===== src/hdl/lnr_pkg.sv =====
// Types, constants and the entry table of the noise resonator.
package lnr_pkg;

    localparam int          Y_W        = 48;    // filter history width
    localparam int          ACC_W      = 56;    // working width of the filter sum
    localparam int          NOISE_W    = 13;    // noise sample width
    localparam int          COEF_W     = 16;    // Q15 coefficient
    localparam int          COEF_FRAC  = 15;
    localparam int          IDX_W      = 7;
    localparam int          SHIFT_W    = 4;
    localparam int          SAMPLE_W   = 8;

    localparam logic [15:0] LFSR_SEED  = 16'd205;
    localparam logic [15:0] LFSR_TAPS  = 16'h002D;

    localparam logic [SHIFT_W-1:0] SHIFT_DEFAULT = 4'd8;

    // Beat kinds on the input channel
    localparam logic KIND_RESTART = 1'b0;
    localparam logic KIND_SAMPLE  = 1'b1;

    // Coefficients used by the table
    localparam logic [COEF_W-1:0] COEF_A = 16'h930C;
    localparam logic [COEF_W-1:0] COEF_B = 16'hCF74;
    localparam logic [COEF_W-1:0] COEF_C = 16'h0002;
    localparam logic [COEF_W-1:0] COEF_D = 16'h308C;
    localparam logic [COEF_W-1:0] COEF_E = 16'h0B8B;
    localparam logic [COEF_W-1:0] COEF_F = 16'h502E;
    localparam logic [COEF_W-1:0] COEF_G = 16'h66F0;

    typedef struct packed {
        logic                 valid;
        logic [COEF_W-1:0]    coef;
        logic                 light;
        logic [SHIFT_W-1:0]   shift;
    } t_entry;

    localparam t_entry ENTRY_SILENT = '{valid: 1'b0, coef: '0, light: 1'b0,
                                        shift: SHIFT_DEFAULT};

    function automatic t_entry mk(input logic [COEF_W-1:0] c, input logic l,
                                  input logic [SHIFT_W-1:0] s);
        t_entry e;
        e.valid = 1'b1;
        e.coef  = c;
        e.light = l;
        e.shift = s;
        return e;
    endfunction

    // Built-in entry table; anything not listed is silent.
    function automatic t_entry entry_lookup(input logic [IDX_W-1:0] idx);
        t_entry e;
        e = ENTRY_SILENT;
        case (idx)
            7'd8:    e = mk(COEF_A, 1'b0, 4'd8);
            7'd9:    e = mk(COEF_B, 1'b0, 4'd9);
            7'd10:   e = mk(COEF_C, 1'b1, 4'd10);
            7'd11:   e = mk(COEF_A, 1'b0, 4'd9);
            7'd12:   e = mk(COEF_C, 1'b0, 4'd9);
            7'd13:   e = mk(COEF_C, 1'b1, 4'd11);
            7'd14:   e = mk(COEF_A, 1'b0, 4'd8);
            7'd15:   e = mk(COEF_B, 1'b0, 4'd9);
            7'd16:   e = mk(COEF_D, 1'b0, 4'd9);
            7'd17:   e = mk(COEF_E, 1'b0, 4'd10);
            7'd18:   e = mk(COEF_F, 1'b0, 4'd9);
            7'd19:   e = mk(COEF_G, 1'b0, 4'd9);
            default: e = ENTRY_SILENT;
        endcase
        return e;
    endfunction

    // Clamp to the signed range of the filter history.
    function automatic logic signed [Y_W-1:0] sat_y(input logic signed [ACC_W-1:0] v);
        logic signed [ACC_W-1:0] hi;
        logic signed [ACC_W-1:0] lo;
        hi = (ACC_W'(1) <<< (Y_W-1)) - ACC_W'(1);
        lo = -(ACC_W'(1) <<< (Y_W-1));
        if (v > hi) begin
            return hi[Y_W-1:0];
        end else if (v < lo) begin
            return lo[Y_W-1:0];
        end
        return v[Y_W-1:0];
    endfunction

endpackage


===== src/hdl/lfsr_noise_resonator.sv =====
// Top level: LFSR noise source feeding a two-pole resonator, int8 output.
//
//  channel | direction | handshake                 | payload
//  --------+-----------+---------------------------+--------------------------------
//  in      | into blk  | i_in_valid / o_in_ready   | i_kind, i_noise_index
//  out     | from blk  | o_out_valid / i_out_ready | o_out_sample
//
//  One beat per cycle while o_in_ready is high: the whole filter step (one 16x48
//  product split into two partial products, the damping shift-adds, saturation,
//  output scaling) sits between the state registers and the output register.
//  A restart beat gives no output beat; a sample beat gives exactly one.
//  o_in_ready drops only while the output register holds a beat that is not
//  being taken this cycle. Synchronous active-low reset: silent, LFSR at seed.
module lfsr_noise_resonator #(
    parameter int FRAC_BITS = 16        // fraction bits of the filter state, 8..24
) (
    input  logic                           i_clk,
    input  logic                           i_rst_n,
    input  logic                           i_in_valid,
    output logic                           o_in_ready,
    input  logic                           i_kind,
    input  logic [lnr_pkg::IDX_W-1:0]      i_noise_index,
    output logic                           o_out_valid,
    input  logic                           i_out_ready,
    output logic signed [lnr_pkg::SAMPLE_W-1:0] o_out_sample
);
    import lnr_pkg::*;

    // Filter state
    logic [15:0]                 r_lfsr;
    logic [NOISE_W-1:0]          r_prev_noise;
    logic signed [Y_W-1:0]       r_y1;
    logic signed [Y_W-1:0]       r_y2;
    logic signed [COEF_W-1:0]    r_coef;
    logic                        r_light;
    logic [SHIFT_W-1:0]          r_shift;
    logic                        r_silent;

    // Output register
    logic                        r_out_valid;
    logic signed [SAMPLE_W-1:0]  r_out_sample;

    logic                        accept;
    logic                        is_sample;
    t_entry                      n_entry;

    // LFSR step
    logic                        fb;
    logic [15:0]                 n_lfsr;
    logic [NOISE_W-1:0]          x_new;

    // Filter datapath
    logic signed [ACC_W-1:0]     two_y1;
    logic signed [ACC_W-1:0]     xprev_sc;
    logic signed [Y_W-1:0]       temp;
    logic signed [39:0]          p_hi;
    logic signed [40:0]          p_lo;
    logic signed [63:0]          prod_full;
    logic signed [63:0]          prod_sh;
    logic signed [ACC_W-1:0]     y2e;
    logic signed [ACC_W-1:0]     damp;
    logic signed [ACC_W-1:0]     x_sc;
    logic signed [ACC_W-1:0]     sum;
    logic signed [Y_W-1:0]       n_y;

    // Output scaling
    logic [5:0]                  sh;
    logic                        y_neg;
    logic [Y_W-1:0]              mag;
    logic [Y_W-1:0]              mag_sh;
    logic signed [SAMPLE_W-1:0]  n_sample;

    assign o_in_ready   = !r_out_valid || i_out_ready;
    assign accept       = i_in_valid && o_in_ready;
    assign is_sample    = (i_kind == KIND_SAMPLE);
    assign n_entry      = entry_lookup(i_noise_index);
    assign o_out_valid  = r_out_valid;
    assign o_out_sample = r_out_sample;

    // Feedback is the parity of taps 0, 2, 3 and 5.
    assign fb     = ^(r_lfsr & LFSR_TAPS);
    assign n_lfsr = {1'b0, r_lfsr[15] | fb, r_lfsr[14:1]};
    assign x_new  = n_lfsr[14:2];

    always_comb begin
        // t = 2*y1 - xprev, saturated to the history width
        two_y1   = ACC_W'(r_y1) <<< 1;
        xprev_sc = $signed(ACC_W'(r_prev_noise) << FRAC_BITS);
        temp     = sat_y(two_y1 - xprev_sc);

        // c*t as two partial products, then floor shift by the Q15 point
        p_hi      = r_coef * $signed(temp[Y_W-1:24]);
        p_lo      = r_coef * $signed({1'b0, temp[23:0]});
        prod_full = (64'(p_hi) <<< 24) + 64'(p_lo);
        prod_sh   = prod_full >>> COEF_FRAC;

        // damping: 5/8 or 25/32 of y2, floor
        y2e = ACC_W'(r_y2);
        if (r_light) begin
            damp = ((y2e <<< 2) + y2e) >>> 3;
        end else begin
            damp = ((y2e <<< 4) + (y2e <<< 3) + y2e) >>> 5;
        end

        x_sc = $signed(ACC_W'(x_new) << FRAC_BITS);
        sum  = $signed(prod_sh[ACC_W-1:0]) + x_sc - damp;
        n_y  = sat_y(sum);

        // y / 2^(shift+frac), truncated toward zero, clamped to int8
        sh     = 6'(r_shift) + 6'(FRAC_BITS);
        y_neg  = n_y[Y_W-1];
        mag    = y_neg ? Y_W'(-n_y) : Y_W'(n_y);
        mag_sh = mag >> sh;
        if (y_neg) begin
            n_sample = (|mag_sh[Y_W-1:7]) ? -8'sd128 : $signed(-mag_sh[7:0]);
        end else begin
            n_sample = (|mag_sh[Y_W-1:7]) ? 8'sd127 : $signed(mag_sh[7:0]);
        end
    end

    always_ff @(posedge i_clk) begin
        if (!i_rst_n) begin
            r_lfsr       <= LFSR_SEED;
            r_prev_noise <= '0;
            r_y1         <= '0;
            r_y2         <= '0;
            r_coef       <= '0;
            r_light      <= 1'b0;
            r_shift      <= SHIFT_DEFAULT;
            r_silent     <= 1'b1;
            r_out_valid  <= 1'b0;
        end else begin
            // a new sample beat refills the slot, else a taken beat empties it
            if (accept && is_sample) begin
                r_out_valid <= 1'b1;
            end else if (i_out_ready) begin
                r_out_valid <= 1'b0;
            end
            if (accept) begin
                if (!is_sample) begin
                    // restart: new entry, fresh noise and filter history
                    r_silent     <= !n_entry.valid;
                    r_coef       <= $signed(n_entry.coef);
                    r_light      <= n_entry.light;
                    r_shift      <= n_entry.shift;
                    r_lfsr       <= LFSR_SEED;
                    r_prev_noise <= '0;
                    r_y1         <= '0;
                    r_y2         <= '0;
                end else if (!r_silent) begin
                    r_lfsr       <= n_lfsr;
                    r_prev_noise <= x_new;
                    r_y2         <= r_y1;
                    r_y1         <= n_y;
                end
            end
        end
    end

    // payload register, no reset
    always_ff @(posedge i_clk) begin
        if (accept && is_sample) begin
            r_out_sample <= r_silent ? '0 : n_sample;
        end
    end

endmodule

===== config.mk =====
export PLATFORM = sky130hd
export DESIGN_NAME = lfsr_noise_resonator
export DESIGN_NICKNAME = d
export VERILOG_FILES = /design/src/hdl/lnr_pkg.sv /design/src/hdl/lfsr_noise_resonator.sv
export SDC_FILE = /design/constraint.sdc
export NUM_CORES = 2
export LEC_CHECK = 0
export BUFFER_PORTS_ARGS = -buffer_cell sky130_fd_sc_hd__clkbuf_2
export CAP_MARGIN = 20
export CORE_UTILIZATION = 45
export CTS_BUF_LIST = sky130_fd_sc_hd__clkbuf_16
export CTS_CLUSTER_SIZE = 16
export DETAILED_ROUTE_END_ITERATION = 6
export PLACE_DENSITY_LB_ADDON = 0.2
export REMOVE_ABC_BUFFERS = 1
export SLEW_MARGIN = 20
export SYNTH_ARGS = -nofsm -noshare
export SYNTH_HDL_FRONTEND = slang
export SYNTH_SLANG_ARGS = --single-unit

===== constraint.sdc =====
create_clock -name i_clk -period 33.2 [get_ports i_clk]
set_input_delay 3.32 -clock i_clk [delete_from_list [all_inputs] [get_ports i_clk]]
set_output_delay 3.32 -clock i_clk [all_outputs]
set_load 0.05 [all_outputs]

Word level (Yosys, flattened, before mapping) --
Memory sizes are Yosys's and may differ from the RTL's. Index checks and enable logic that the tools add are counted.
Operators by class: add/sub/neg operators 10, $mul 2, order comparisons 4, eq/ne operators 1, shifts and indexed selects 1, muxes and demuxes 26, bitwise gates (word level) 2, reductions and logical operators 11
Operator list (count):
- 48-bit 2-to-1 mux | 11
- 64-bit by 41-bit adder with 64-bit output | 1
- 56-bit by 48-bit > comparator with 1-bit output, second input constant | 1
- 56-bit by 48-bit less-than comparator with 1-bit output, second input constant | 1
- 56-bit 2-to-1 mux | 1
- 50-bit by 56-bit subtractor with 56-bit output | 1
- 53-bit by 48-bit adder with 54-bit output | 1
- 52-bit by 51-bit adder with 53-bit output | 1
- 50-bit by 48-bit adder with 51-bit output | 1
- 49-bit by 30-bit adder with 50-bit output | 1
- 50-bit by 48-bit > comparator with 1-bit output, second input constant | 1
- 50-bit by 48-bit less-than comparator with 1-bit output, second input constant | 1
- 49-bit by 30-bit subtractor with 50-bit output | 1
- 48-bit negator | 1
- 48-bit by 6-bit >> shifter with 48-bit output | 1
- 16-bit by 25-bit multiplier with 41-bit output | 1
- 41-bit OR reduction | 1
- 16-bit by 24-bit multiplier with 40-bit output | 1
- 16-bit 2-to-1 mux | 2
- 13-bit 2-to-1 mux | 2
- 8-bit 2-to-1 mux | 3
- 22-bit 2-to-1 mux | 1
- 16-bit parity | 1
- 8-bit negator | 1
- 11 further kinds | 19
Storage, ports and cells: flip-flop bits (word level) 156, memory bits (read-only) 640, bits of input ports 12, logic and storage cells 68, memories kept 1
Memories:
- (no name shown) | words 32, bits a word 20, rd ports 1, clocked after Yosys merged registers in 0, wr ports 0, line lnr_pkg.sv:55 | case (idx)

Longest topological paths before layout --
word-level depth 19, mapped depth 86

Worst setup path after synthesis --
No wires, ideal clock.
path kind register to register, from register r_prev_noise[2], to register r_out_sample[6], in the netlist o_out_sample[6], data pin, arrival time 16.474 ns, required time 32.930 ns, path slack 16.456 ns, stages on the path, launching flop included 78, path buffers 4, clock period less this slack 16.744 ns, cells stage by stage dfxtp_1 -> inv_1 -> ha_1 -> nor2b_1 -> o31a_1 -> o41ai_1 -> o21bai_1 -> a21o_1 -> a21o_1 -> nand3_1 -> nand2_1 -> nand2_1 -> nand3_1 -> nor2_1 -> nor2_1 -> o22ai_1 -> clkbuf_1 -> buf_1 -> [42 not listed] -> nor2b_1 -> nand4_1 -> a21o_1 -> a22oi_1 -> xor2_1 -> a32o_1 -> nand3_1 -> buf_2 -> nor3_1 -> mux2_2 -> mux2i_1 -> nand2_1 -> o31ai_1 -> ha_1 -> nand3_1 -> a2111oi_0 -> mux2i_1 -> o32ai_1
On the way: longest elaborated chain between the ends 19, elaborated cells between the ends (all ways) 26, those cells by class add/sub: 6; mul: 2; order compare: 4; shift: 1; mux: 12; reduce/logical: 1
RTL lines:
- start: declaration | line lfsr_noise_resonator.sv:31 | logic [NOISE_W-1:0] r_prev_noise;
- start signal: assignment | line lfsr_noise_resonator.sv:152 | r_prev_noise <= x_new;
- 49-bit by 30-bit subtractor with 50-bit output * | line lfsr_noise_resonator.sv:89 | temp = sat_y(two_y1 - xprev_sc);
- 50-bit by 48-bit less-than comparator with 1-bit output | line lnr_pkg.sv:81 | end else if (v < lo) begin
- 1-bit 2-to-1 mux | line lnr_pkg.sv:81
- 1-bit 2-to-1 mux | line lnr_pkg.sv:79 | if (v > hi) begin
- 48-bit 2-to-1 mux * | line lnr_pkg.sv:84 | return v[Y_W-1:0];
- 16-bit by 25-bit multiplier with 41-bit output / 16-bit by 24-bit multiplier with 40-bit output (equally long branches) | line lfsr_noise_resonator.sv:93, lfsr_noise_resonator.sv:92
- 64-bit by 41-bit adder with 64-bit output * | line lfsr_noise_resonator.sv:94 | prod_full = (64'(p_hi) <<< 24) + 64'(p_lo);
- 49-bit by 30-bit adder with 50-bit output * | line lfsr_noise_resonator.sv:106 | sum = $signed(prod_sh[ACC_W-1:0]) + x_sc - damp;
- [3 not listed]
- 1-bit 2-to-1 mux | line lnr_pkg.sv:79
- 48-bit 2-to-1 mux * | line lnr_pkg.sv:84
- 48-bit negator | line lfsr_noise_resonator.sv:112 | mag = y_neg ? Y_W'(-n_y) : Y_W'(n_y);
- 48-bit 2-to-1 mux | line lfsr_noise_resonator.sv:112
- 48-bit by 6-bit >> shifter with 48-bit output | line lfsr_noise_resonator.sv:113 | mag_sh = mag >> sh;
- 8-bit negator / 41-bit OR reduction (equally long branches) | line lfsr_noise_resonator.sv:115, lfsr_noise_resonator.sv:117
- 8-bit 2-to-1 mux, on equally long branches | line lfsr_noise_resonator.sv:115, lfsr_noise_resonator.sv:117
- 8-bit 2-to-1 mux * | line lfsr_noise_resonator.sv:114 | if (y_neg) begin
- end signal: assignment | line lfsr_noise_resonator.sv:163 | r_out_sample <= r_silent ? '0 : n_sample;
- end: declaration | line lfsr_noise_resonator.sv:41 | logic signed [SAMPLE_W-1:0] r_out_sample;
Mark *: on every way between the ends. The rest lies on a longest branch, timed or not. A chain may end at the register's enable or synchronous reset.

Worst setup path after layout --
Ends and elaborated chain as after synthesis.

==> run metrics <==
first-pass GRT wire length about 210000 um; crit path max fanout 42; htree depth 4; CP endpoint kind flip-flop; ANT cells 0; synthesis-to-layout area growth 4.37%; full die area between 100000 and 150000 um^2; syn_area_per_cell around 8.5 um^2; largest net degree at the start of global routing 81; status finished, final reports clean; drt pass-1 iters 6; fillers approximately 9700; worst-margin pin slew roughly 1.2 ns; dominant synthesized flop cell dfxtp_1; critical path's largest stage delay slightly above 0.8 ns; row count 115; # IOs 22; Setup Fix Bufs, Post-CTS 0; layout cell share with drive strength beyond 1 0.0392; CP dominant cell by count ha_1; share of the synthesized area in the top cell type 0.336; Yosys warning count 0; clock tree sinks between 100 and 150; number of global-route vias before repair 36900; Hold Crit Class reg -> reg; leakage around 0.024 uW; Root Driver clkbuf_16; worst skew pair latency around 0.47 ns; minimum clock period 19.57 ns; WS Path Type reg -> reg; vias per cell 5.64; antenna violations before repair 2; CTS tree done; synthesized instance count 5311; PD cells 23.6 nW/um^2; Hold-fix buffers, CTS 0; antenna viol nets, final 0; max-capacitance violation count 0; clock buffer depth 2; via count 36600; gr usage total 0.265; Initial Util 0.456; Port Buffers 21; synthesized area 45100 um^2; Max VDD drop 0.0659 mV; Nets 6452; flip-flop and latch count after synthesis 141; RSZ-0062 raised after global routing no; Post-CTS Resized 0; Max Slew Vio Count 0; Relative slew margins 0.218; non-filler cells, final 6491; core footprint ~99000 um^2; RD Place Congestion 0.954; average routed wire per standard cell between 20 and 25 um; Seq/Total Area, Yosys 0.0643; remaining routing DRC violations 0; Synth area leader fa_1; reg-to-reg slack, setup 13.63 ns; Die H 319 um; Post-synth EDFFs 8; CTS buffer count 17; placed insts between 6000 and 7000; Data required, critical path between 30 and 40 ns; TNS Setup 0 ns; Post-DP HPWL ~110000 um; Clock Skew around 0.015 ns; FFs w/ async S/R, synth 0; Setup crit start kind flip-flop; final wirelength between 100000 and 150000 um; Chip Width 319 um; Critical Path AT 19.77 ns; Yosys cell types 103; initial DRC count 2442; clock transition at the registers of the reported paths 0.07 ns; Max Freq 51.1 MHz; Fin. Hold Viols 0; GRT Residual Overflow 0; CP max stage cell a21oi_1; Synth area leaders fa_1 (34%), ha_1 (14%), inv_1 (7.3%), dfxtp_1 (5.9%), and2_1 (4.9%); Final period util 0.590; final setup fails 0
critical path, delay by kind of cell, from the launching register on:
| family | cells | cell delay (ns) |
|---|---|---|
| AO/OA/AOI/OAI | 27 | 6.90 |
| multiplexers | 3 | 0.92 |
| buffers and inverters | 7 | 0.99 |
| AND/OR/NAND/NOR | 22 | 3.69 |
| adder cells (fa/ha/maj) | 14 | 5.42 |
| XOR/XNOR | 3 | 0.89 |
| flip-flops | 1 | 0.43 |
path summary, 6_finish.rpt:
kind / startpoint / depth (start not counted) / endpoint
worst max register to register: r_prev_noise[2]$_SDFFE_PN0P_ / 76 / o_out_sample[6]$_SDFFCE_PP0P_
worst max-delay path: r_prev_noise[2]$_SDFFE_PN0P_ / 76 / o_out_sample[6]$_SDFFCE_PP0P_
worst min register to register: r_coef[7]$_SDFFE_PN0P_ / 2 / r_coef[7]$_SDFFE_PN0P_
worst min-delay path: r_coef[7]$_SDFFE_PN0P_ / 2 / r_coef[7]$_SDFFE_PN0P_
metal layers:
metal  vias up  routed length, um  track usage
met4         2               5020       0.0885
met1     18300              57800        0.359
met5         -                 14            0
met3       218               5800       0.0255
li1      17100                  -            -
met2       919              63100        0.442
layout make-up:
class | count | area, um^2 | area share
Inverter | 886 | 3330 | 0.0707
Multi-Input combinational cell | 4061 | 38000 | 0.808
Clock inverter | 15 | 210 | 0.00446
Timing Repair Buffer | 84 | 578 | 0.0123
Clock buffer | 17 | 425 | 0.00903
Sequential cell | 141 | 2910 | 0.0618
Tap cell | 1287 | 1610 | 0.0342
registers in the layout, summed over array words and instances, names as in the netlist:
name / cells
r_y2: 48
r_light: 1
r_prev_noise: 13
o_out_valid: 1
r_coef: 13
r_silent: 1
r_y1: 48
r_lfsr: 6
r_shift: 2
o_out_sample: 8
cells in the mapped netlist (18+ instances only):
| master | n |
|---|---|
| o21bai_1 | 21 |
| xor2_1 | 68 |
| or3_1 | 28 |
| nand2b_1 | 48 |
| mux2i_1 | 18 |
| or2_2 | 21 |
| inv_1 | 882 |
| nor3_1 | 81 |
| ha_1 | 491 |
| a211oi_1 | 20 |
| clkbuf_1 | 188 |
| fa_1 | 758 |
| o21ai_0 | 182 |
| nand4_1 | 37 |
| nor2_1 | 349 |
| a21oi_1 | 293 |
| and2_1 | 350 |
| and3_1 | 30 |
| nand3_1 | 69 |
| xnor2_1 | 155 |
| a21o_1 | 89 |
| nor2b_1 | 54 |
| a22oi_1 | 92 |
| dfxtp_1 | 133 |
| nand2_1 | 431 |
| o211ai_1 | 26 |
| o21a_1 | 45 |
| a31oi_1 | 30 |
placed cells by master, fill, tap and decap left out, types with 30 or more instances in the layout:
cell      synthesis  final
and3_1           30     30
nand2b_1         48     48
a21o_1           89     89
nand2_1         431    431
buf_4             7     63
xnor2_1         155    155
nand3_1          69     69
nor2_1          349    348
fa_1            758    758
ha_1            491    491
and2_1          350    350
o21ai_0         182    180
nor3_1           81     81
xor2_1           68     68
nand4_1          37     37
a21oi_1         293    292
o21a_1           45     45
inv_1           882    883
a22oi_1          92     92
nor2b_1          54     53
a31oi_1          30     30
dfxtp_1         133    128
report_power, final:
group | internal, uW | switching (uW) | total [uW]
Clock | 127 | 91.7 | 219
Combinational | 225 | 494 | 718
Sequential | 172 | 1.22 | 173
Total | 523 | 587 | 1110
logic make-up after synthesis:
family | synth area share
xor+xnor | 0.0433
buf+inv | 0.0938
mux | 0.00807
fa+ha+maj | 0.473
flops | 0.0643
compound gates | 0.145
simple gates | 0.173
metrics by stage:
| step | hold WS, ns | power [uW] | utilization | setup slack, ns | instance area, um^2 |
|---|---|---|---|---|---|
| final | 0.449 | 1110 | 0.476 | 13.63 | 47100 |
| after CTS | 0.452 | 1100 | 0.476 | 13.77 | 47100 |
| after global placement | 0.429 | 873 | 0.470 | 14.13 | 46400 |
| after detailed placement | 0.436 | 874 | 0.470 | 13.79 | 46400 |
| after floorplan | 0.442 | 642 | - | 15.15 | 44200 |
| after global routing | 0.501 | 1170 | 0.476 | 12.15 | 47100 |
(Power assumes the default switching activity.)
